### src/hw/rtl/ptac_pkg.sv
// Package for the partition table access checker: field structs, command and
// status codes, packing constants and the register map. No dependencies.
package ptac_pkg;

  // Default table depth
  localparam int MAX_PARTITIONS_DEF = 7;

  // Superblock packing
  localparam int FLAG_BITS  = 4;
  localparam int START_BITS = 12;
  localparam logic [START_BITS-1:0] START_STOP = 12'hFFF;
  localparam logic [START_BITS-1:0] MIN_START  = 12'd2;
  localparam int PACKED_W = 88;

  // Device geometry
  localparam int BLOCK_SHIFT = 4;
  localparam int BLOCK_BYTES = 16;
  localparam int BCNT_W = 13;
  localparam logic [BCNT_W-1:0] BCNT_MIN   = 13'd2;
  localparam logic [BCNT_W-1:0] BCNT_MAX   = 13'd4096;
  localparam logic [BCNT_W-1:0] BCNT_RESET = 13'd4096;

  // Commands
  localparam logic [2:0] CMD_LOAD     = 3'd0;
  localparam logic [2:0] CMD_SET_NAME = 3'd1;
  localparam logic [2:0] CMD_FIND     = 3'd2;
  localparam logic [2:0] CMD_BYTE     = 3'd3;
  localparam logic [2:0] CMD_BLOCK    = 3'd4;
  localparam logic [2:0] CMD_IN_BLOCK = 3'd5;
  localparam logic [2:0] CMD_SIZE     = 3'd6;

  // Status codes
  localparam logic [2:0] ST_OK        = 3'd0;
  localparam logic [2:0] ST_NOT_READY = 3'd1;
  localparam logic [2:0] ST_RANGE     = 3'd2;
  localparam logic [2:0] ST_READ_ONLY = 3'd3;
  localparam logic [2:0] ST_UNALIGNED = 3'd4;
  localparam logic [2:0] ST_GEOMETRY  = 3'd5;

  // Register map (index = byte address / 4)
  localparam int PADDR_W = 3;
  localparam logic REG_BLOCK_COUNT = 1'b0;
  localparam logic REG_WRITABLE    = 1'b1;

  typedef struct packed {
    logic [2:0]  cmd;
    logic        end_marker;
    logic [63:0] packed_low;
    logic [23:0] packed_high;
    logic [2:0]  part_index;
    logic [15:0] offset;
    logic [7:0]  byte_in_block;
    logic [15:0] length;
    logic        is_write;
    logic [15:0] name_tag;
  } in_item_t;

  typedef struct packed {
    logic [2:0]  status;
    logic        issue_access;
    logic [15:0] address;
    logic        found;
    logic [2:0]  found_index;
    logic [12:0] size_blocks;
    logic [2:0]  part_count;
  } out_item_t;

endpackage

### src/hw/rtl/partition_table_access_check.sv
// Partition table access checker: top level with the table, the command logic
// and the APB register port. Depends on ptac_pkg.
//
// Each command beat is checked in one pass of logic and its result lands in an
// output register, so the block takes one beat per clock while its results
// are taken, and the result shows in the cycle after acceptance. The output
// register is the only stage: a new beat is taken whenever the register is
// empty or its result is taken in the same cycle. A load updates the table in
// the cycle it is accepted, so the very next beat sees the new table.
// Registers: block_count at byte address 0 (13 bits, reset 4096), writable at
// address 4 (1 bit, reset 1); write them only while no beat is in flight.
module partition_table_access_check
  import ptac_pkg::*;
#(
  parameter int MAX_PARTITIONS = MAX_PARTITIONS_DEF
) (
  input  logic                 clk,
  input  logic                 rst,
  input  logic                 in_valid,
  output logic                 in_ready,
  input  in_item_t             in_item,
  output logic                 out_valid,
  input  logic                 out_ready,
  output out_item_t            out_item,
  input  logic                 psel,
  input  logic                 penable,
  input  logic                 pwrite,
  input  logic [PADDR_W-1:0]   paddr,
  input  logic [31:0]          pwdata,
  output logic [31:0]          prdata,
  output logic                 pready
);

  // Configuration registers
  logic [BCNT_W-1:0] block_count;
  logic              writable;

  // Partition table and name store
  logic [START_BITS-1:0] begin_block [0:MAX_PARTITIONS-1];
  logic [BCNT_W-1:0]     end_block   [0:MAX_PARTITIONS-1];
  logic [15:0]           name_store  [0:MAX_PARTITIONS-1];
  logic [2:0]            partition_total;
  logic                  mounted;
  logic                  names_valid;

  // Next values
  logic [START_BITS-1:0] begin_block_next [0:MAX_PARTITIONS-1];
  logic [BCNT_W-1:0]     end_block_next   [0:MAX_PARTITIONS-1];
  logic [15:0]           name_store_next  [0:MAX_PARTITIONS-1];
  logic [2:0]            partition_total_next;
  logic                  mounted_next;
  logic                  names_valid_next;
  out_item_t             res;

  // Load decode
  logic [PACKED_W-1:0]   packed_word;
  logic [START_BITS-1:0] starts [0:MAX_PARTITIONS];
  logic [MAX_PARTITIONS-1:0] live;
  logic [2:0]            n_starts;
  logic [2:0]            load_count;
  logic [2:0]            load_err;
  logic                  load_bad;

  // Selected partition
  logic [START_BITS-1:0] sel_begin;
  logic [BCNT_W-1:0]     sel_end;
  logic [BCNT_W-1:0]     sel_blocks;
  logic                  idx_ok;
  logic                  slot_ok;
  logic [16:0]           byte_end;
  logic [16:0]           bib_end;
  logic [15:0]           blk_sum;

  logic accept;
  logic cfg_write;

  assign accept    = in_valid && in_ready;
  assign in_ready  = !out_valid || out_ready;
  assign cfg_write = psel && penable && pwrite && pready;
  assign pready    = 1'b1;

  // Read back registers
  always_comb begin
    prdata = '0;
    if (paddr[2] == REG_BLOCK_COUNT) begin
      prdata = {{(32-BCNT_W){1'b0}}, block_count};
    end else begin
      prdata = {31'b0, writable};
    end
  end

  // Configuration writes
  always_ff @(posedge clk) begin
    if (rst) begin
      block_count <= BCNT_RESET;
      writable    <= 1'b1;
    end else if (cfg_write) begin
      if (paddr[2] == REG_BLOCK_COUNT) begin
        block_count <= pwdata[BCNT_W-1:0];
      end else begin
        writable <= pwdata[0];
      end
    end
  end

  // Unpack and validate the superblock starts
  always_comb begin
    packed_word = {in_item.packed_high, in_item.packed_low};
    for (int i = 0; i < MAX_PARTITIONS; i++) begin
      starts[i] = packed_word[FLAG_BITS + i*START_BITS +: START_BITS];
    end
    starts[MAX_PARTITIONS] = '0;

    // Entries before the first stop code are live
    n_starts = '0;
    for (int i = 0; i < MAX_PARTITIONS; i++) begin
      live[i] = (starts[i] != START_STOP) && ((i == 0) ? 1'b1 : live[(i > 0) ? i-1 : 0]);
      if (live[i]) begin
        n_starts = 3'(i + 1);
      end
    end

    // Report the first error found
    load_bad = 1'b0;
    load_err = ST_OK;
    if (block_count < BCNT_MIN || block_count > BCNT_MAX) begin
      load_bad = 1'b1;
      load_err = ST_GEOMETRY;
    end else if (in_item.end_marker && n_starts < 3'd2) begin
      load_bad = 1'b1;
      load_err = ST_GEOMETRY;
    end
    for (int i = 0; i < MAX_PARTITIONS; i++) begin
      if (live[i] && !load_bad) begin
        if (starts[i] < MIN_START) begin
          load_bad = 1'b1;
          load_err = ST_GEOMETRY;
        end else if ({1'b0, starts[i]} >= block_count) begin
          load_bad = 1'b1;
          load_err = ST_RANGE;
        end else if (i > 0 && starts[(i > 0) ? i-1 : 0] >= starts[i]) begin
          load_bad = 1'b1;
          load_err = ST_GEOMETRY;
        end
      end
    end

    load_count = in_item.end_marker ? (n_starts - 3'd1) : n_starts;
  end

  // Select the addressed partition
  always_comb begin
    sel_begin = '0;
    sel_end   = '0;
    for (int i = 0; i < MAX_PARTITIONS; i++) begin
      if (in_item.part_index == 3'(i)) begin
        sel_begin = begin_block[i];
        sel_end   = end_block[i];
      end
    end
    sel_blocks = sel_end - {1'b0, sel_begin};
    idx_ok     = in_item.part_index < partition_total;
    slot_ok    = {29'b0, in_item.part_index} < 32'(MAX_PARTITIONS);
    byte_end   = {1'b0, in_item.offset} + {1'b0, in_item.length};
    bib_end    = {9'b0, in_item.byte_in_block} + {1'b0, in_item.length};
    blk_sum    = {4'b0, sel_begin} + in_item.offset;
  end

  // Command logic
  always_comb begin
    res = '0;
    res.status = ST_OK;
    for (int i = 0; i < MAX_PARTITIONS; i++) begin
      begin_block_next[i] = begin_block[i];
      end_block_next[i]   = end_block[i];
      name_store_next[i]  = name_store[i];
    end
    partition_total_next = partition_total;
    mounted_next         = mounted;
    names_valid_next     = names_valid;

    unique case (in_item.cmd)
      CMD_LOAD: begin
        for (int i = 0; i < MAX_PARTITIONS; i++) begin
          name_store_next[i] = '0;
        end
        names_valid_next = 1'b0;
        if (load_bad) begin
          res.status           = load_err;
          mounted_next         = 1'b0;
          partition_total_next = '0;
        end else begin
          for (int i = 0; i < MAX_PARTITIONS; i++) begin
            if (3'(i) < load_count) begin
              begin_block_next[i] = starts[i];
              end_block_next[i]   = (3'(i + 1) < n_starts) ?
                                    {1'b0, starts[i+1]} : block_count;
            end else begin
              begin_block_next[i] = '0;
              end_block_next[i]   = '0;
            end
          end
          mounted_next         = 1'b1;
          partition_total_next = load_count;
        end
      end
      CMD_SET_NAME: begin
        if (!slot_ok) begin
          res.status = ST_RANGE;
        end else begin
          for (int i = 0; i < MAX_PARTITIONS; i++) begin
            if (in_item.part_index == 3'(i)) begin
              name_store_next[i] = in_item.name_tag;
            end
          end
          names_valid_next = 1'b1;
        end
      end
      CMD_FIND: begin
        if (!mounted) begin
          res.status = ST_NOT_READY;
        end else if (names_valid && in_item.name_tag != 16'd0) begin
          // Lowest matching entry wins
          for (int i = MAX_PARTITIONS - 1; i >= 0; i--) begin
            if (3'(i) < partition_total && name_store[i] == in_item.name_tag) begin
              res.found       = 1'b1;
              res.found_index = 3'(i);
            end
          end
        end
      end
      CMD_BYTE, CMD_BLOCK, CMD_IN_BLOCK: begin
        if (!mounted) begin
          res.status = ST_NOT_READY;
        end else if (!idx_ok) begin
          res.status = ST_RANGE;
        end else if (in_item.is_write && !writable) begin
          res.status = ST_READ_ONLY;
        end else if (in_item.cmd == CMD_BYTE) begin
          if (in_item.length != 16'd0) begin
            if (byte_end > {1'b0, sel_blocks[11:0], 4'b0}) begin
              res.status = ST_RANGE;
            end else begin
              res.address      = {sel_begin, 4'b0} + in_item.offset;
              res.issue_access = 1'b1;
            end
          end
        end else if (in_item.cmd == CMD_BLOCK) begin
          if (in_item.offset >= {3'b0, sel_blocks}) begin
            res.status = ST_RANGE;
          end else begin
            res.address      = blk_sum;
            res.issue_access = 1'b1;
          end
        end else begin
          if (in_item.length == 16'd0) begin
            res.status = ST_RANGE;
          end else if (in_item.byte_in_block >= 8'(BLOCK_BYTES) ||
                       bib_end > 17'(BLOCK_BYTES)) begin
            res.status = ST_UNALIGNED;
          end else if (in_item.offset >= {3'b0, sel_blocks}) begin
            res.status = ST_RANGE;
          end else begin
            res.address      = {blk_sum[15-BLOCK_SHIFT:0], 4'b0} +
                               {8'b0, in_item.byte_in_block};
            res.issue_access = 1'b1;
          end
        end
      end
      CMD_SIZE: begin
        if (mounted && idx_ok) begin
          res.size_blocks = sel_blocks;
        end
      end
      default: begin
        res.status = ST_RANGE;
      end
    endcase

    res.part_count = partition_total_next;
  end

  // Commit state on an accepted beat
  always_ff @(posedge clk) begin
    if (rst) begin
      for (int i = 0; i < MAX_PARTITIONS; i++) begin
        begin_block[i] <= '0;
        end_block[i]   <= '0;
        name_store[i]  <= '0;
      end
      partition_total <= '0;
      mounted         <= 1'b0;
      names_valid     <= 1'b0;
    end else if (accept) begin
      for (int i = 0; i < MAX_PARTITIONS; i++) begin
        begin_block[i] <= begin_block_next[i];
        end_block[i]   <= end_block_next[i];
        name_store[i]  <= name_store_next[i];
      end
      partition_total <= partition_total_next;
      mounted         <= mounted_next;
      names_valid     <= names_valid_next;
    end
  end

  // Result register
  always_ff @(posedge clk) begin
    if (rst) begin
      out_valid <= 1'b0;
    end else if (accept) begin
      out_valid <= 1'b1;
    end else if (out_ready) begin
      out_valid <= 1'b0;
    end
  end

  always_ff @(posedge clk) begin
    if (accept) begin
      out_item <= res;
    end
  end

endmodule
### config.mk
export PLATFORM = sky130hd
export DESIGN_NAME = partition_table_access_check
export DESIGN_NICKNAME = d
export VERILOG_FILES = /design/src/hw/rtl/ptac_pkg.sv /design/src/hw/rtl/partition_table_access_check.sv
export SDC_FILE = /design/constraint.sdc
export NUM_CORES = 1
export LEC_CHECK = 0
export ABC_AREA = 1
export CAP_MARGIN = 30
export CORE_MARGIN = 10
export CORE_UTILIZATION = 60
export CTS_BUF_LIST = sky130_fd_sc_hd__clkbuf_4
export DETAILED_ROUTE_END_ITERATION = 10
export DONT_BUFFER_PORTS = 1
export PLACE_DENSITY = 0.85
export SLEW_MARGIN = 25
export SYNTH_ARGS = -nofsm -noshare
export SYNTH_HDL_FRONTEND = slang
export SYNTH_SLANG_ARGS = --single-unit
### constraint.sdc
create_clock -name clk -period 5.71 [get_ports clk]
set_input_delay 0.571 -clock clk [delete_from_list [all_inputs] [get_ports clk]]
set_output_delay 0.571 -clock clk [all_outputs]
set_load 0.01 [all_outputs]
==> reports/qor.yml <==
outcome: "finished, final reports clean"
min_period_over_period: 0.915
start_util: 0.611
internal_power_mw: 4.77
grt_usage: 0.332
synth_common_cells: "nand2_1 (609), edfxtp_1 (327), inv_1 (321), nor2_1 (289), ha_1 (247)"
area_growth_pct: 8.79
netSwitchingPower_mw: 2.25
grt_overflow_total: 0
rsz0062_at_grt: "no"
vias_per_cell: 6.44
synth_top_area_cell: "edfxtp_1"
critPathKind: "flop to flop"
worstMarginPinSlew_ns: 0.958
cp.required_ns: 6.34
dpl_worst_slack_ns: -0.0745
drcViolationCount: 0
numCtsBuffers: 89
worstPathMaxFanout: 6
start_kind: "flop"
ios: 269
clkPwrFrac: 0.328
yosysTopAreaCellShare: 0.392
finClkSkew_ns: 0.0560
path_clk_slew_ns: 0.07
endpoint_kind: "flop"
hpwl_um: 64900
io_buffer_count: 0
cts.sinks: 347
cts-htree-levels: 3
grt_antenna_before_repair: 3
fin_nets: 3489
die_y_um: 224
synth_most_common_cell: "nand2_1"
synthFlopType: "edfxtp_1"
drtAntennaViolNets: 0
cts_tree: "yes"
yosys_register_bits: 347
power_frac_comb: 0.243
die-area_mm2: 0.0503
synth_cell_type_count: 74
highest_layer: "met4"
wl_met3_um: 11400
synth_seq_area_share: 0.408
synthArstFlopShare: 0
cts-root-buf: "clkbuf_4"
slew_headroom: 0.359
gp_congestion: 1.03
syn_avg_cell_area_um2: 8.46
layout-drive-gt1-share: 0.0931
power_density_mw_per_mm2: 257
grt_pass1_vias: 22478
syn_area_mm2: 0.0251
drv_slew: 0
pwr-share-seq: 0.429
cap_violations: 0
clock_latency_ns: 0.80
synth_edf_count: 327
synth.area.top_cells: "edfxtp_1 (39%), ha_1 (12%), nand2_1 (9.1%)"
core_mm2: 0.0410
cts-resized-gates: 0
die_w_um: 224
rows: 74
grt_pass1_wl_um: 130000
clockBufferDepth: 3
p_leak_nw: 11.8
hold_class: "primary input to flop"
utilization: 0.665
hold_violations: 0
layout_setup_ws_ns: 0.484
wl_met1_um: 31400
vias: 23514
drt_first_pass_iters: 8
wl_met2_um: 37400
drt-total-wl_um: 86200
fin_crit_ns: 5.23
drtIter0Drc: 3474
routedWlPerCell_um: 23.6
grt_max_degree: 147
fmax_ghz: 0.191
ir_drop_uv: 162
yosysWarningCount: 0
cp.arrival_ns: 5.85
setup_viol_count_final: 0
syn_inst: 2961
p_sw_frac: 0.321
-- metal layers --
layer,global-route usage,vias to the layer above
li1,-,10532
met1,0.415,10826
met2,0.508,1767
met3,0.0841,389
met4,0.212,0
met5,0,-
-- metrics by stage --
step	instances	instance area [um^2]	hold slack, ns	TNS, ns	power, mW
finish	3650	27300	0.0464	0	7.02
global route	3648	27300	0.0121	0	7.35
CTS	3646	27200	0.00217	0	6.96
detailed placement	3452	25700	0.493	-0.184	4.68
global placement	3451	25700	0.489	0	4.60
floorplan	2979	25100	0.450	0	4.23
-- worst max-delay path, cell delays in order (launching register included) --
cell and delay, ns:
edfxtp_1 0.39, a32o_1 0.22, a221o_1 0.27, a211oi_1 0.34, o21a_1 0.19, ha_1 0.28, a21o_1 0.19, a31oi_1 0.30
o21ai_0 0.22, a21o_1 0.20, nand2_1 0.05, nand2_1 0.09, a21oi_1 0.13, o21ai_0 0.10, xnor2_1 0.27, ha_1 0.31
nand2_1 0.08, inv_1 0.05, o21ai_0 0.07, a21oi_1 0.09, nor4_1 0.19, nand3_1 0.26, nor2_1 0.24, inv_1 0.16
a21oi_1 0.16, nand2_1 0.07, a21oi_1 0.16
-- kinds of logic (layout without fill, tap and decap cells) --
family	after synthesis	in the layout	share of synthesized area
simple gates	1274	1274	0.223
compound gates	552	552	0.137
buf+inv	444	580	0.0719
flops	347	347	0.408
fa+ha+maj	253	253	0.128
xor+xnor	89	89	0.0314
other cells	2	23	0.000300
-- final cells by class --
type                            count  area, um^2
Multi-Input combinational cell   2188       13200
Fill cell                        3289       13800
Clock buffer                      145        1090
Sequential cell                   347       10200
Timing Repair Buffer               76         674
Antenna cell                        3        7.51
Tap cell                          532         666
Clock inverter                     19         141
Inverter                          340        1290
-- power groups by stage --
stage                     Sequential (mW)  Clock (mW)  Combinational, mW
after global placement               3.05           0               1.54
after floorplan                      3.04           0               1.20
final                                3.01        2.30               1.70
after detailed placement             3.06           0               1.62
after CTS                            3.01        2.31               1.65
after global routing                 3.02        2.44               1.89
-- sequential cells by signal, summed over array words and instances (netlist names) --
signal / cells
begin_block: 84
block_count: 13
end_block: 91
mounted: 1
name_store: 112
names_valid: 1
out_item: 40
out_valid: 1
partition_total: 3
writable: 1
-- path summary, 6_finish.rpt --
check | startpoint | to | slack (ns) | depth (start not counted)
setup / recovery | begin_block[1][2]$_SDFFCE_PP0P_ | out_item[26]$_SDFFCE_PP0P_ | 0.48 | 26
hold / removal | in_item[120] | begin_block[2][8]$_SDFFCE_PP0P_ | 0.05 | 2
setup reg to reg | begin_block[1][2]$_SDFFCE_PP0P_ | out_item[26]$_SDFFCE_PP0P_ | 0.48 | 26
hold reg to reg | names_valid$_SDFFE_PP0P_ | names_valid$_SDFFE_PP0P_ | 0.51 | 2
-- cell usage in the layout (no fill, tap or decap), drive strengths merged, types with 23 or more instances in the layout --
cell type / Yosys / layout
clkinv: 9 / 23
a211oi: 26 / 26
nand4: 79 / 79
xor2: 62 / 62
nor2: 301 / 301
o21ai: 128 / 128
clkbuf: 67 / 145
nor4: 34 / 34
a21oi: 249 / 249
inv: 331 / 333
xnor2: 27 / 27
nand2: 619 / 619
nor3: 95 / 95
ha: 247 / 247
edfxtp: 327 / 327
dlygate4sd3: 0 / 30
buf: 37 / 46
a221oi: 25 / 25
nand3: 113 / 113
a32o: 23 / 23
-- repair_timing --
action	4_1_cts	5_1_grt
setup buffers	0	0
hold buffers	30	0
setup endpoints to repair	0	0
endpoints found under the hold margin	49	0
Note: power is estimated with default switching activity, not from simulation.
